File: src/rtl/pgjm_pkg.sv
// ---------------------------------------------------------------------------
// pgjm_pkg: shared types and constants of the pitch glide / jitter modulator
// Payload structs, register indexes and fixed-point constants.
// ---------------------------------------------------------------------------
package pgjm_pkg;

  localparam int STRING_COUNT_DEF    = 6;
  localparam int SINE_TABLE_BITS_DEF = 10;

  // register indexes
  localparam logic [2:0] REG_MULT   = 3'd0;
  localparam logic [2:0] REG_GLIDE  = 3'd1;
  localparam logic [2:0] REG_JITTER = 3'd2;
  localparam logic [2:0] REG_MASK   = 3'd3;
  localparam logic [2:0] REG_STEP   = 3'd4;

  localparam logic [15:0] GLIDE_MAX  = 16'd51200;
  localparam logic [14:0] JITTER_MAX = 15'd20480;
  localparam logic [15:0] DYN_ONE    = 16'd32768;
  localparam logic [23:0] FREQ_MAX   = 24'hFFFFFF;
  localparam logic [31:0] ONE_Q30    = 32'd1073741824;
  localparam logic [31:0] LN2_K      = 32'd39693926;
  localparam logic [16:0] POLY_A     = 17'd102944;
  localparam logic [15:0] POLY_B     = 16'd42334;
  localparam logic [31:0] POLY_C     = 32'd5209;
  localparam logic [3:0]  DIV_NOISE  = 4'd15;
  localparam logic [3:0]  DIV_CUBE   = 4'd6;

  // sqrt(1), sqrt(2), sqrt(3) and sqrt(5) in Q30 for the four noise phase steps
  localparam logic [31:0] RATIO_Q30 [4] = '{
    32'd1073741824, 32'd1518500250, 32'd1859775393, 32'd2400959708
  };

  typedef struct packed {
    logic        action;
    logic [23:0] pitch_hz;
    logic [15:0] dynamics;
    logic        tail_mode;
  } in_item_t;

  typedef struct packed {
    logic [23:0] freq_hz;
    logic [15:0] gain;
    logic [5:0]  gate_mask;
  } out_item_t;

endpackage

File: src/rtl/pgjm_mul.sv
// ---------------------------------------------------------------------------
// pgjm_mul: bit-serial 32x32 unsigned multiplier
// One multiplier bit per cycle, 64-bit product.
// ---------------------------------------------------------------------------
module pgjm_mul (
  input  logic        clk,
  input  logic        rst_n,
  input  logic        start,
  input  logic [31:0] a,
  input  logic [31:0] b,
  output logic [63:0] prod,
  output logic        done
);

  logic [63:0] acc_r;
  logic [31:0] a_r;
  logic [5:0]  cnt_r;
  logic        busy_r;
  logic        done_r;
  logic [32:0] part;

  // add the multiplicand into the upper half when the low bit is set
  assign part = {1'b0, acc_r[63:32]} + (acc_r[0] ? {1'b0, a_r} : 33'd0);

  always_ff @(posedge clk) begin
    if (!rst_n) begin
      busy_r <= 1'b0;
      done_r <= 1'b0;
      cnt_r  <= '0;
    end else begin
      done_r <= 1'b0;
      if (start) begin
        busy_r <= 1'b1;
        cnt_r  <= '0;
      end else if (busy_r) begin
        cnt_r <= cnt_r + 6'd1;
        if (cnt_r == 6'd31) begin
          busy_r <= 1'b0;
          done_r <= 1'b1;
        end
      end
    end
  end

  // datapath
  always_ff @(posedge clk) begin
    if (start) begin
      acc_r <= {32'd0, b};
      a_r   <= a;
    end else if (busy_r) begin
      acc_r <= {part, acc_r[31:1]};
    end
  end

  assign prod = acc_r;
  assign done = done_r;

endmodule

File: src/rtl/pgjm_div.sv
// ---------------------------------------------------------------------------
// pgjm_div: bit-serial restoring divider by a small divisor
// One quotient bit per cycle, divisor up to 15.
// ---------------------------------------------------------------------------
module pgjm_div (
  input  logic        clk,
  input  logic        rst_n,
  input  logic        start,
  input  logic [31:0] dividend,
  input  logic [3:0]  divisor,
  output logic [31:0] quotient,
  output logic        done
);

  logic [31:0] q_r;
  logic [3:0]  rem_r;
  logic [3:0]  dv_r;
  logic [5:0]  cnt_r;
  logic        busy_r;
  logic        done_r;
  logic [4:0]  trial;
  logic        fit;

  assign trial = {rem_r, q_r[31]};
  assign fit   = trial >= {1'b0, dv_r};

  always_ff @(posedge clk) begin
    if (!rst_n) begin
      busy_r <= 1'b0;
      done_r <= 1'b0;
      cnt_r  <= '0;
    end else begin
      done_r <= 1'b0;
      if (start) begin
        busy_r <= 1'b1;
        cnt_r  <= '0;
      end else if (busy_r) begin
        cnt_r <= cnt_r + 6'd1;
        if (cnt_r == 6'd31) begin
          busy_r <= 1'b0;
          done_r <= 1'b1;
        end
      end
    end
  end

  // shift one dividend bit in, subtract when it fits
  always_ff @(posedge clk) begin
    if (start) begin
      q_r   <= dividend;
      rem_r <= '0;
      dv_r  <= divisor;
    end else if (busy_r) begin
      rem_r <= fit ? 4'(trial - {1'b0, dv_r}) : trial[3:0];
      q_r   <= {q_r[30:0], fit};
    end
  end

  assign quotient = q_r;
  assign done     = done_r;

endmodule

File: src/rtl/pitch_glide_jitter_modulator.sv
// ---------------------------------------------------------------------------
// pitch_glide_jitter_modulator: per-sample pitch glide and jitter
// Sequencer around one bit-serial multiplier and one serial divider.
// ---------------------------------------------------------------------------
// Usage:
//   Input channel in_valid/in_ready carries one request per audio sample:
//   action 0 computes a sample, action 1 restarts (clears the noise phases,
//   no result). Output channel out_valid/out_ready returns freq_hz, gain
//   and gate_mask. Registers are to be written through
//   cfg_we/cfg_addr/cfg_wdata only while the block is idle; the block
//   itself does not enforce this. Unknown indexes are ignored. A compute
//   request runs 29 multiplies and 2 divides on the shared serial units,
//   each one issued from ST_ISSUE and waited for in ST_MUL or ST_DIV until
//   done; ST_OUT then loads the output register. A restart is handled in
//   ST_IDLE on accept. One request is in flight at a time; the serial
//   multiplier sets the rate.
// Reset:
//   rst_n restores register defaults and clears the four noise phases.
// Stall:
//   A finished result sits in the output register; the next request can be
//   accepted meanwhile, and its own result waits until that one is taken.
// ---------------------------------------------------------------------------
module pitch_glide_jitter_modulator #(
  parameter int STRING_COUNT    = pgjm_pkg::STRING_COUNT_DEF,
  parameter int SINE_TABLE_BITS = pgjm_pkg::SINE_TABLE_BITS_DEF
) (
  input  logic                clk,
  input  logic                rst_n,
  input  logic                in_valid,
  output logic                in_ready,
  input  pgjm_pkg::in_item_t  in_data,
  output logic                out_valid,
  input  logic                out_ready,
  output pgjm_pkg::out_item_t out_data,
  input  logic                cfg_we,
  input  logic [2:0]          cfg_addr,
  input  logic [31:0]         cfg_wdata
);

  typedef enum logic [4:0] {
    ST_IDLE  = 5'b00001,
    ST_ISSUE = 5'b00010,
    ST_MUL   = 5'b00100,
    ST_DIV   = 5'b01000,
    ST_OUT   = 5'b10000
  } state_t;

  typedef enum logic [3:0] {
    OP_T2, OP_U, OP_V, OP_S, OP_PH, OP_NS, OP_D2, OP_GL,
    OP_JM, OP_JT, OP_Y, OP_Y2, OP_Y3, OP_E, OP_PM, OP_F
  } op_t;

  localparam int TSH = 18 - SINE_TABLE_BITS;

  state_t state_r;
  op_t    op_r;
  logic [1:0] k_r;

  // configuration registers
  logic [15:0] mult_r, glide_amt_r;
  logic [14:0] jitter_amt_r;
  logic [5:0]  mask_r;
  logic [31:0] step_r;
  logic [31:0] phase_r [4];

  // latched request
  logic [23:0] pitch_r;
  logic [15:0] dyn_r, d_r;
  logic        tail_r;

  // working registers
  logic [16:0] t_r, t2_r, v_r;
  logic [15:0] u_r;
  logic [1:0]  quad_r;
  logic signed [19:0] sum_r;
  logic signed [15:0] noise_r;
  logic [15:0] d2_r, glide_r;
  logic [14:0] jm_r;
  logic signed [17:0] cents_r;
  logic [26:0] ym_r, y2_r;
  logic        ysgn_r;
  logic [31:0] y3m_r, e_r;
  logic [27:0] pm_r;
  logic [23:0] freq_r;

  logic        out_valid_r;
  pgjm_pkg::out_item_t out_r;

  logic        accept;
  logic        mul_start, div_start, mul_done, div_done;
  logic [31:0] mul_a, mul_b, div_n, quo;
  logic [3:0]  div_d;
  logic [63:0] prod;

  // sine argument from the current phase
  logic [SINE_TABLE_BITS-1:0] idx;
  logic [1:0]  quad;
  logic [16:0] t0, t_cur;
  assign idx   = phase_r[k_r][31 -: SINE_TABLE_BITS];
  assign quad  = idx[SINE_TABLE_BITS-1 -: 2];
  assign t0    = 17'(idx[SINE_TABLE_BITS-3:0]) << TSH;
  assign t_cur = quad[0] ? (17'd65536 - t0) : t0;

  // magnitudes
  logic [19:0] sum_mag;
  logic [17:0] cents_mag;
  logic [15:0] noise_mag;
  assign sum_mag   = sum_r[19] ? 20'(-sum_r) : 20'(sum_r);
  assign cents_mag = cents_r[17] ? 18'(-cents_r) : 18'(cents_r);
  assign noise_mag = noise_r[15] ? 16'(-noise_r) : 16'(noise_r);

  // clamped amounts
  logic [15:0] g_cl;
  logic [14:0] j_cl;
  assign g_cl = (glide_amt_r > pgjm_pkg::GLIDE_MAX) ? pgjm_pkg::GLIDE_MAX : glide_amt_r;
  assign j_cl = (jitter_amt_r > pgjm_pkg::JITTER_MAX) ? pgjm_pkg::JITTER_MAX : jitter_amt_r;

  // sine result from the last product
  logic [31:0] s_a;
  logic [15:0] s_b;
  logic [14:0] s_mag;
  logic signed [19:0] s_term;
  assign s_a    = (prod[47:16] > 32'd65536) ? 32'd65536 : prod[47:16];
  assign s_b    = s_a[16:1];
  assign s_mag  = (s_b > 16'd32767) ? 15'h7FFF : s_b[14:0];
  assign s_term = (quad_r[1] ? -20'(s_mag) : 20'(s_mag)) <<< (2'd3 - k_r);

  // exponential sum
  logic signed [32:0] e_sum;
  logic [26:0] q_y3;
  assign q_y3  = quo[26:0];
  assign e_sum = 33'(pgjm_pkg::ONE_Q30)
               + (ysgn_r ? -33'(ym_r) : 33'(ym_r))
               + 33'(y2_r >> 1)
               + (ysgn_r ? -33'(q_y3) : 33'(q_y3));

  // jitter and cents
  logic [14:0] jitm;
  assign jitm = prod[29:15];

  // gates
  logic [5:0] gate_en;
  always_comb begin
    for (int i = 0; i < 6; i++) gate_en[i] = (i < STRING_COUNT);
  end

  assign accept   = in_valid && in_ready;
  assign in_ready = (state_r == ST_IDLE);

  // operand selection for the current step
  always_comb begin
    mul_a = '0;
    mul_b = '0;
    div_n = '0;
    div_d = pgjm_pkg::DIV_NOISE;
    case (op_r)
      OP_T2: begin mul_a = 32'(t_cur); mul_b = 32'(t_cur); end
      OP_U:  begin mul_a = pgjm_pkg::POLY_C; mul_b = 32'(t2_r); end
      OP_V:  begin mul_a = 32'(t2_r); mul_b = 32'(u_r); end
      OP_S:  begin mul_a = 32'(t_r); mul_b = 32'(v_r); end
      OP_PH: begin mul_a = step_r; mul_b = pgjm_pkg::RATIO_Q30[k_r]; end
      OP_NS: begin div_n = 32'(sum_mag); div_d = pgjm_pkg::DIV_NOISE; end
      OP_D2: begin mul_a = 32'(d_r); mul_b = 32'(d_r); end
      OP_GL: begin mul_a = 32'(g_cl); mul_b = 32'(d2_r); end
      OP_JM: begin mul_a = 32'(j_cl); mul_b = 32'(d_r); end
      OP_JT: begin mul_a = 32'(jm_r); mul_b = 32'(noise_mag); end
      OP_Y:  begin mul_a = 32'(cents_mag); mul_b = pgjm_pkg::LN2_K; end
      OP_Y2: begin mul_a = 32'(ym_r); mul_b = 32'(ym_r); end
      OP_Y3: begin mul_a = 32'(y2_r); mul_b = 32'(ym_r); end
      OP_E:  begin div_n = y3m_r; div_d = pgjm_pkg::DIV_CUBE; end
      OP_PM: begin mul_a = 32'(pitch_r); mul_b = 32'(mult_r); end
      OP_F:  begin mul_a = 32'(pm_r); mul_b = e_r; end
      default: ;
    endcase
  end

  assign mul_start = (state_r == ST_ISSUE) && !(op_r == OP_NS || op_r == OP_E);
  assign div_start = (state_r == ST_ISSUE) && (op_r == OP_NS || op_r == OP_E);

  pgjm_mul u_mul (
    .clk(clk), .rst_n(rst_n), .start(mul_start), .a(mul_a), .b(mul_b),
    .prod(prod), .done(mul_done)
  );

  pgjm_div u_div (
    .clk(clk), .rst_n(rst_n), .start(div_start), .dividend(div_n), .divisor(div_d),
    .quotient(quo), .done(div_done)
  );

  // configuration writes
  always_ff @(posedge clk) begin
    if (!rst_n) begin
      mult_r       <= 16'd4096;
      glide_amt_r  <= '0;
      jitter_amt_r <= '0;
      mask_r       <= 6'h3F;
      step_r       <= 32'd268435;
    end else if (cfg_we) begin
      case (cfg_addr)
        pgjm_pkg::REG_MULT:   mult_r       <= cfg_wdata[15:0];
        pgjm_pkg::REG_GLIDE:  glide_amt_r  <= cfg_wdata[15:0];
        pgjm_pkg::REG_JITTER: jitter_amt_r <= cfg_wdata[14:0];
        pgjm_pkg::REG_MASK:   mask_r       <= cfg_wdata[5:0];
        pgjm_pkg::REG_STEP:   step_r       <= cfg_wdata;
        default: ;
      endcase
    end
  end

  // sequencer and control state
  always_ff @(posedge clk) begin
    if (!rst_n) begin
      state_r     <= ST_IDLE;
      op_r        <= OP_T2;
      k_r         <= '0;
      out_valid_r <= 1'b0;
      for (int i = 0; i < 4; i++) phase_r[i] <= '0;
    end else begin
      // output register: load from ST_OUT, clear once taken
      if (state_r == ST_OUT && (!out_valid_r || out_ready)) begin
        out_valid_r <= 1'b1;
      end else if (out_ready) begin
        out_valid_r <= 1'b0;
      end
      case (state_r)
        ST_IDLE: begin
          if (accept) begin
            if (in_data.action) begin
              for (int i = 0; i < 4; i++) phase_r[i] <= '0;
            end else begin
              state_r <= ST_ISSUE;
              op_r    <= OP_T2;
              k_r     <= '0;
            end
          end
        end
        ST_ISSUE: begin
          state_r <= (op_r == OP_NS || op_r == OP_E) ? ST_DIV : ST_MUL;
        end
        ST_MUL: begin
          if (mul_done) begin
            state_r <= (op_r == OP_F) ? ST_OUT : ST_ISSUE;
            case (op_r)
              OP_T2: op_r <= OP_U;
              OP_U:  op_r <= OP_V;
              OP_V:  op_r <= OP_S;
              OP_S: begin
                k_r  <= k_r + 2'd1;
                op_r <= (k_r == 2'd3) ? OP_PH : OP_T2;
              end
              OP_PH: begin
                phase_r[k_r] <= phase_r[k_r] + prod[61:30];
                k_r  <= k_r + 2'd1;
                op_r <= (k_r == 2'd3) ? OP_NS : OP_PH;
              end
              OP_D2: op_r <= OP_GL;
              OP_GL: op_r <= OP_JM;
              OP_JM: op_r <= OP_JT;
              OP_JT: op_r <= OP_Y;
              OP_Y:  op_r <= OP_Y2;
              OP_Y2: op_r <= OP_Y3;
              OP_Y3: op_r <= OP_E;
              OP_PM: op_r <= OP_F;
              default: ;
            endcase
          end
        end
        ST_DIV: begin
          if (div_done) begin
            state_r <= ST_ISSUE;
            op_r    <= (op_r == OP_NS) ? OP_D2 : OP_PM;
          end
        end
        ST_OUT: begin
          if (!out_valid_r || out_ready) begin
            state_r <= ST_IDLE;
          end
        end
        default: state_r <= ST_IDLE;
      endcase
    end
  end

  // datapath registers
  always_ff @(posedge clk) begin
    if (accept) begin
      pitch_r <= in_data.pitch_hz;
      dyn_r   <= in_data.dynamics;
      d_r     <= (in_data.dynamics > pgjm_pkg::DYN_ONE) ? pgjm_pkg::DYN_ONE
                                                        : in_data.dynamics;
      tail_r  <= in_data.tail_mode;
      sum_r   <= '0;
    end
    if (state_r == ST_ISSUE && op_r == OP_T2) begin
      t_r    <= t_cur;
      quad_r <= quad;
    end
    if (mul_done) begin
      case (op_r)
        OP_T2: t2_r    <= prod[32:16];
        OP_U:  u_r     <= pgjm_pkg::POLY_B - prod[31:16];
        OP_V:  v_r     <= pgjm_pkg::POLY_A - {1'b0, prod[31:16]};
        OP_S:  sum_r   <= sum_r + s_term;
        OP_D2: d2_r    <= prod[30:15];
        OP_GL: glide_r <= prod[30:15];
        OP_JM: jm_r    <= prod[29:15];
        OP_JT: cents_r <= 18'(glide_r)
                          + (noise_r[15] ? -18'(jitm) : 18'(jitm));
        OP_Y: begin
          ym_r   <= prod[42:16];
          ysgn_r <= cents_r[17];
        end
        OP_Y2: y2_r  <= prod[56:30];
        OP_Y3: y3m_r <= prod[61:30];
        OP_PM: pm_r  <= prod[39:12];
        OP_F:  freq_r <= (prod[63:54] != 10'd0) ? pgjm_pkg::FREQ_MAX : prod[53:30];
        default: ;
      endcase
    end
    if (div_done) begin
      if (op_r == OP_NS) begin
        noise_r <= sum_r[19] ? -16'(quo[15:0]) : 16'(quo[15:0]);
      end else begin
        e_r <= e_sum[32] ? 32'd0 : e_sum[31:0];
      end
    end
    // result register
    if (state_r == ST_OUT && (!out_valid_r || out_ready)) begin
      out_r.freq_hz   <= freq_r;
      out_r.gain      <= dyn_r;
      out_r.gate_mask <= tail_r ? 6'd0 : (mask_r & gate_en);
    end
  end

  assign out_valid = out_valid_r;
  assign out_data  = out_r;

  // checks
  a_mul_busy: assert property (@(posedge clk) disable iff (!rst_n)
    mul_done |-> state_r == ST_MUL)
    else $error("multiplier finished outside a multiply step");

  a_div_busy: assert property (@(posedge clk) disable iff (!rst_n)
    div_done |-> state_r == ST_DIV)
    else $error("divider finished outside a divide step");

  a_out_load: assert property (@(posedge clk) disable iff (!rst_n)
    (state_r == ST_OUT && (!out_valid_r || out_ready)) |=>
      (out_valid_r && state_r == ST_IDLE))
    else $error("result not loaded into output register");

endmodule
File: config.mk
export PLATFORM = sky130hd
export DESIGN_NAME = pitch_glide_jitter_modulator
export DESIGN_NICKNAME = d
export VERILOG_FILES = /design/src/rtl/pgjm_pkg.sv /design/src/rtl/pgjm_mul.sv /design/src/rtl/pgjm_div.sv /design/src/rtl/pitch_glide_jitter_modulator.sv
export SDC_FILE = /design/constraint.sdc
export NUM_CORES = 2
export LEC_CHECK = 0
export ABC_CLOCK_PERIOD_IN_PS = 6500
export BUFFER_PORTS_ARGS = -buffer_cell sky130_fd_sc_hd__buf_2
export CAP_MARGIN = 20
export CORE_MARGIN = 1
export CORE_UTILIZATION = 60
export DETAILED_ROUTE_END_ITERATION = 6
export PLACE_DENSITY = 0.77
export SLEW_MARGIN = 20
export SYNTH_ARGS = -nofsm -noshare
export SYNTH_HDL_FRONTEND = slang
export SYNTH_SLANG_ARGS = --single-unit
File: constraint.sdc
create_clock -name clk -period 6.5 [get_ports clk]
set_clock_uncertainty 0.15 [all_clocks]
set_input_delay 0.325 -clock clk [delete_from_list [all_inputs] [get_ports clk]]
set_output_delay 0.325 -clock clk [all_outputs]
set_load 0.02 [all_outputs]
== Yosys cells after proc, flatten, opt, wreduce, memory -nomap -nowiden ==
Memory sizes are Yosys's and may differ from the RTL's. A register that Yosys moved wholly into a read port is not among the register bits.
Index checks and enable logic that the tools add are counted.
Word-level totals
  register bits after elaboration: 693
  latch bits: 0
  RAM bits: 128
  memory bits (read-only): 0
  input bits: 82
  output and inout port bits: 48
  word-level logic and storage cells: 249
  memories: 1
Memory list
  phase_r: depth 4, width 32, read ports 1, clocked after memory_dff 1, wr ports 4, RTL line pitch_glide_jitter_modulator.sv:64  | logic [31:0] phase_r [4];
Cells by class
  add/sub/neg operators: 23
  multiply operators: 0
  divide/modulo/power cells: 0
  magnitude comparators: 7
  equality and inequality tests: 34
  shift-type cells: 1
  muxes and demuxes: 81
  bitwise logic cells: 9
  reduce and logical (&&, ||, !) cells: 47
Operators by type and width (count)
  $pmux W32 S14: 1
  $mux W32: 12
  $pmux W32 S12: 1
  $mux W20: 5
  $mux W33: 2
  $neg A27 Y33: 2
  $bmux W32 S2: 1
  $pmux W32 S2: 1
  $pmux W4 S13: 1
  $mux W16: 3
  $reduce_and A2 Y1: 19
  $mux W18: 2
  $mux W17: 2
  $sub A17 B16 Y17 const A: 2
  $add A31 B33 Y33 const A: 1
  $add A32 B32 Y33: 1
  $add A33 B26 Y33: 1
  $add A33 B33 Y33: 1
  $add A32 B32 Y32: 1
  $eq A4 B4 Y1 const B: 8
  $gt A16 B16 Y1 const B: 2
  $gt A32 B17 Y1 const B: 1
  $mux W4: 8
  $neg A16 Y16: 2
  56 further kinds: 122

== Depth between registers and ports, before layout ==
  depth in word-level cells: 10
  depth in mapped cells: 24
  mapped depth without buffers: 23

== Hierarchy ==
Synthesis repeated with hierarchy kept, for this count alone.
Second synthesis, totals
  cells, all modules: 3906
  area, all modules: 42944.9 µm²
Modules (own cells, without submodules)
  pitch_glide_jitter_modulator: times used 1, cells an instance 3232, area an instance 35148.7 µm², sequential area each 18687.9 µm²
  pgjm_mul: times used 1, cells an instance 529, area an instance 5665.4 µm², sequential area each 2722.6 µm²
  pgjm_div: times used 1, cells an instance 145, area an instance 2130.8 µm², sequential area each 1321.3 µm²

== Worst setup path after synthesis ==
No wires, ideal clock.
  path type: reg-to-reg
  start point: reg u_div.q_r[2], in the netlist u_div.quotient[2]
  end point: reg e_r[20] (data pin)
  setup time: 0.257 ns
  arrival time: 5.175 ns
  required time: 6.093 ns
  path slack: 0.919 ns
  stages on the path, launching flop included: 22
  path buffers: 1
  clock period less this slack: 5.581 ns
  path through: edfxtp_1 or3_1 or3_1 or3_1 or3_4 or3_1 nand2_1 xor2_1 fa_1 inv_1 ha_1 a21o_1 a21o_1 a21oi_1 o21ai_0 a21oi_1 o41ai_1 a41o_1 a221o_1 xnor2_2 buf_2 nor2_1
On the way
  cells in the longest elaborated chain, start to end: 3
Ends and longest elaborated chain
  start, declared: RTL line pgjm_div.sv:15  | logic [31:0] q_r;
  start signal, assigned: RTL line pgjm_div.sv:50  | q_r <= dividend;
  start signal, assigned: RTL line pgjm_div.sv:55  | q_r <= {q_r[30:0], fit};
  $neg A27 Y33: RTL line pitch_glide_jitter_modulator.sv:135  | + (ysgn_r ? -33'(q_y3) : 33'(q_y3));
  $mux W33 *: RTL line pitch_glide_jitter_modulator.sv:135
  $add A33 B33 Y33 *: RTL line pitch_glide_jitter_modulator.sv:135
  end signal, assigned: RTL line pitch_glide_jitter_modulator.sv:324  | e_r <= e_sum[32] ? 32'd0 : e_sum[31:0];
  end, declared: RTL line pitch_glide_jitter_modulator.sv:82  | logic [31:0] y3m_r, e_r;
Every way passes the cells marked *; elsewhere a longest branch is shown, timed or not.
A chain may end at the register's enable or synchronous reset.

== Worst setup path in the final report ==
  start point: reg u_div.q_r[2], in the netlist u_div.quotient[2]
  end point: reg e_r[4] (data pin)
Same word-level chain as after synthesis.

==> reports/qor.txt <==
first-pass GRT wire length: 197000 um
die area: 71400 um^2
Worst path slowest cell: o41ai_1
Antenna Nets Post-Route: 0
R2R Path End: e_r[4]
largest net degree at the start of global routing: 65
Top delay family on crit path: simple AND/OR/NAND/NOR gates
CTS Sinks: 811
Via Count: 33300
CTS Buf Count: 85
Ys Warns: 0
Mapped Cells: 3897
Hold Startpoint: cfg_addr[0]
crit-path most repeated cell: or3_1
worst rel slew slack: 19.0%
final setup vio count: 0
setup tns final: 0 ns
Overall Global Routing Usage: 37.6%
status: finished with violations
failing checks: DRC
Crit Path Class: flip-flop to flip-flop
Reg-to-Reg Start: u_div.quotient[2]
Die Y: 267 um
share of post-route cells with drive strength above 1: 10.9%
RSZ-0062 raised after global routing: no
initial antenna violation count: 8
drt first-iter violations: 5222
Worst Max-Slew Pin Slew: 1.22 ns
PortBufs: 129
crit path buf inv count: 2
Avg Synthesized Cell Area: 10.8 um^2
nets@finish: 4349
cells along the critical path: or3_1, or3_1, or3_1, or3_4, or3_1, or3_1, nand2_1, xor2_1, fa_1, inv_1, ha_1, nand4_1, o41ai_1, a41o_1, a221o_1, xnor2_2, buf_12, nor2_1
reg-to-reg setup timing slack: 0.30 ns
total congestion overflow: 0
TritonCTS clock tree: built
Final min period: 6.20 ns
slowest stage delay, CP: 0.72 ns
Core Rows: 96
Final Max Tran Viols: 0
Wirelength per Cell: 26.6 um
H-tree levels: 3
Worst Hold Class: input pin to flip-flop
Hold Path End: jitter_amt_r[6]
post_cts resized: 0
CTS Hold Bufs: 75
crit path DAT: 6.44 ns
Post-synth ARST share: 0%
clock root buffer: clkbuf_16
clock latency on the worst-skew pair: 0.66 ns
leakage: 17.7 nW
clock tree buffer depth: 3
number of synthesized flops with an enable pin: 640
Worst EP required: 6.74 ns
Final Cycle Share: 95.3%
synthesized cell area: 42200 um^2
Synth Flop Type: edfxtp_1
die width: 267 um
Detail Placement HPWL: 93700 um
Post-Syn Nets: 4168
vias in the first global route: 30700
fmax: 161 MHz
max-cap violations: 0
Min-Delay Path Depth: 4
I/O Pins: 130
setup bufs post-CTS: 0
crit path max fanout: 28
Reg2Reg Depth: 18
CP startpoint kind: flip-flop
First-pass DRT Iterations: 7
DR vias/cell: 6.54
Worst setup EP type: flip-flop
Core Area: 69100 um^2
most common cell after layout, fill and taps aside: edfxtp_1
sequential element share of the synthesized area: 53.7%
Worst-path clk slew: 0.06 ns
Cell Pwr Density: 318 nW/um^2
post-route total power: 15.1 mW
DRC viols: 5
most frequent cells in the layout: edfxtp_1 (640), nand2_1 (437), nor2_1 (411)
final hold vios: 0
Peak VDD IR: 0.000296 V
count of cell types in the netlist: 85
register bit total from synthesis: 811
Initial Util: 61.1%
Syn-to-layout area delta: 12.7%
DRT Wirelength: 135000 um
Placer Congestion: 1.04
[through the flow]
| stage | utilization [%] | area, um^2 | cells | worst slack, ns | hold slack, ns |
|---|---|---|---|---|---|
| global placement | 63.7 | 44000 | 4846 | 0.430 | 0.251 |
| finish | 68.8 | 47600 | 5084 | 0.304 | 0.0315 |
| CTS | 68.8 | 47500 | 5080 | 0.313 | 0.0177 |
| floorplan | - | 42200 | 3897 | 0.919 | 0.250 |
| detailed placement | 63.7 | 44000 | 4846 | 0.340 | 0.255 |
| global route | 68.8 | 47500 | 5081 | 0.00541 | 0.0368 |
[worst max path at each step]
stage / startpoint / to / slack (ns) / cells past startpoint
floorplan: u_div.quotient[2] / e_r[20] / 0.92 / 21
detailed placement: u_div.quotient[2] / e_r[15] / 0.34 / 18
CTS: u_div.quotient[2] / e_r[15] / 0.31 / 18
global placement: u_div.quotient[2] / e_r[3] / 0.43 / 21
global route: u_div.quotient[2] / e_r[12] / 0.005 / 18
finish: u_div.quotient[2] / e_r[4] / 0.30 / 18
[state kept, by name, summed over array words and instances, names as in the netlist, 18 cells and up, named ones only]
| name | cells |
|---|---|
| pitch_r | 24 |
| ym_r | 27 |
| pm_r | 28 |
| sum_r | 20 |
| freq_r | 24 |
| u_div.quotient | 32 |
| step_r | 32 |
| cents_r | 18 |
| u_mul.prod | 64 |
| e_r | 32 |
| y3m_r | 32 |
| out_data | 46 |
| phase_r | 128 |
| y2_r | 27 |
| u_mul.a_r | 32 |
[logic make-up after synthesis]
kind of cell               share of synthesized area [%]
DFF                                                 53.7
adders and majority gates                           6.16
muxes                                               2.57
xor gates and xnor gates                            5.77
buffers and inverters                               3.14
and+or+nand+nor                                     14.7
AOI/OAI and AO/OA                                   13.9
[cells in the mapped netlist (41+ instances only)]
| cell type | n | area [um^2] |
|---|---|---|
| nor2b_1 | 56 | 350 |
| a21o_1 | 50 | 375 |
| clkbuf_1 | 163 | 612 |
| nor2_1 | 416 | 1560 |
| inv_1 | 149 | 559 |
| and2_1 | 57 | 357 |
| nor3_1 | 60 | 300 |
| dfxtp_1 | 171 | 3420 |
| ha_1 | 158 | 1980 |
| a221oi_1 | 57 | 499 |
| nand2b_1 | 41 | 257 |
| xnor2_1 | 156 | 1370 |
| nand3_1 | 77 | 385 |
| nand2_1 | 441 | 1660 |
| edfxtp_1 | 640 | 19200 |
| o21ai_0 | 148 | 741 |
| a21oi_1 | 225 | 1130 |
| xor2_1 | 118 | 1030 |
| o31ai_1 | 45 | 338 |
| a22oi_1 | 67 | 503 |
[tightest hold or removal path, delay by kind of cell]
kind                   cells  cell delay (ns)
and+or+nand+nor            2             0.28
AOI/OAI and AO/OA          1             0.05
buffers and inverters      1             0.13
[final cells by class]
class                   instances  area (um^2)
clock buffers                 113         2330
diodes                          3         7.51
repair buffers                288         2050
flip-flops and latches        811        22600
fillers                      5037        21500
multi-input cells            2739        18300
well taps                     931         1160
inverters                     153          574
clock inverters                46          465
[power breakdown]
part	internal, mW	total, mW	switching (mW)
Combinational	1.15	3.53	2.38
Clock	2.83	4.95	2.13
Sequential	6.22	6.63	0.407
[layer usage]
metal | routed length, um | share of wire [%] | GRT usage [%]
met5 | 28 | 0.021 | 0
met4 | 7970 | 5.9 | 19.7
met3 | 17200 | 13 | 8.58
met2 | 58100 | 43 | 55.2
met1 | 51900 | 38 | 52.2
No activity file was read; power rests on OpenSTA's default activity.
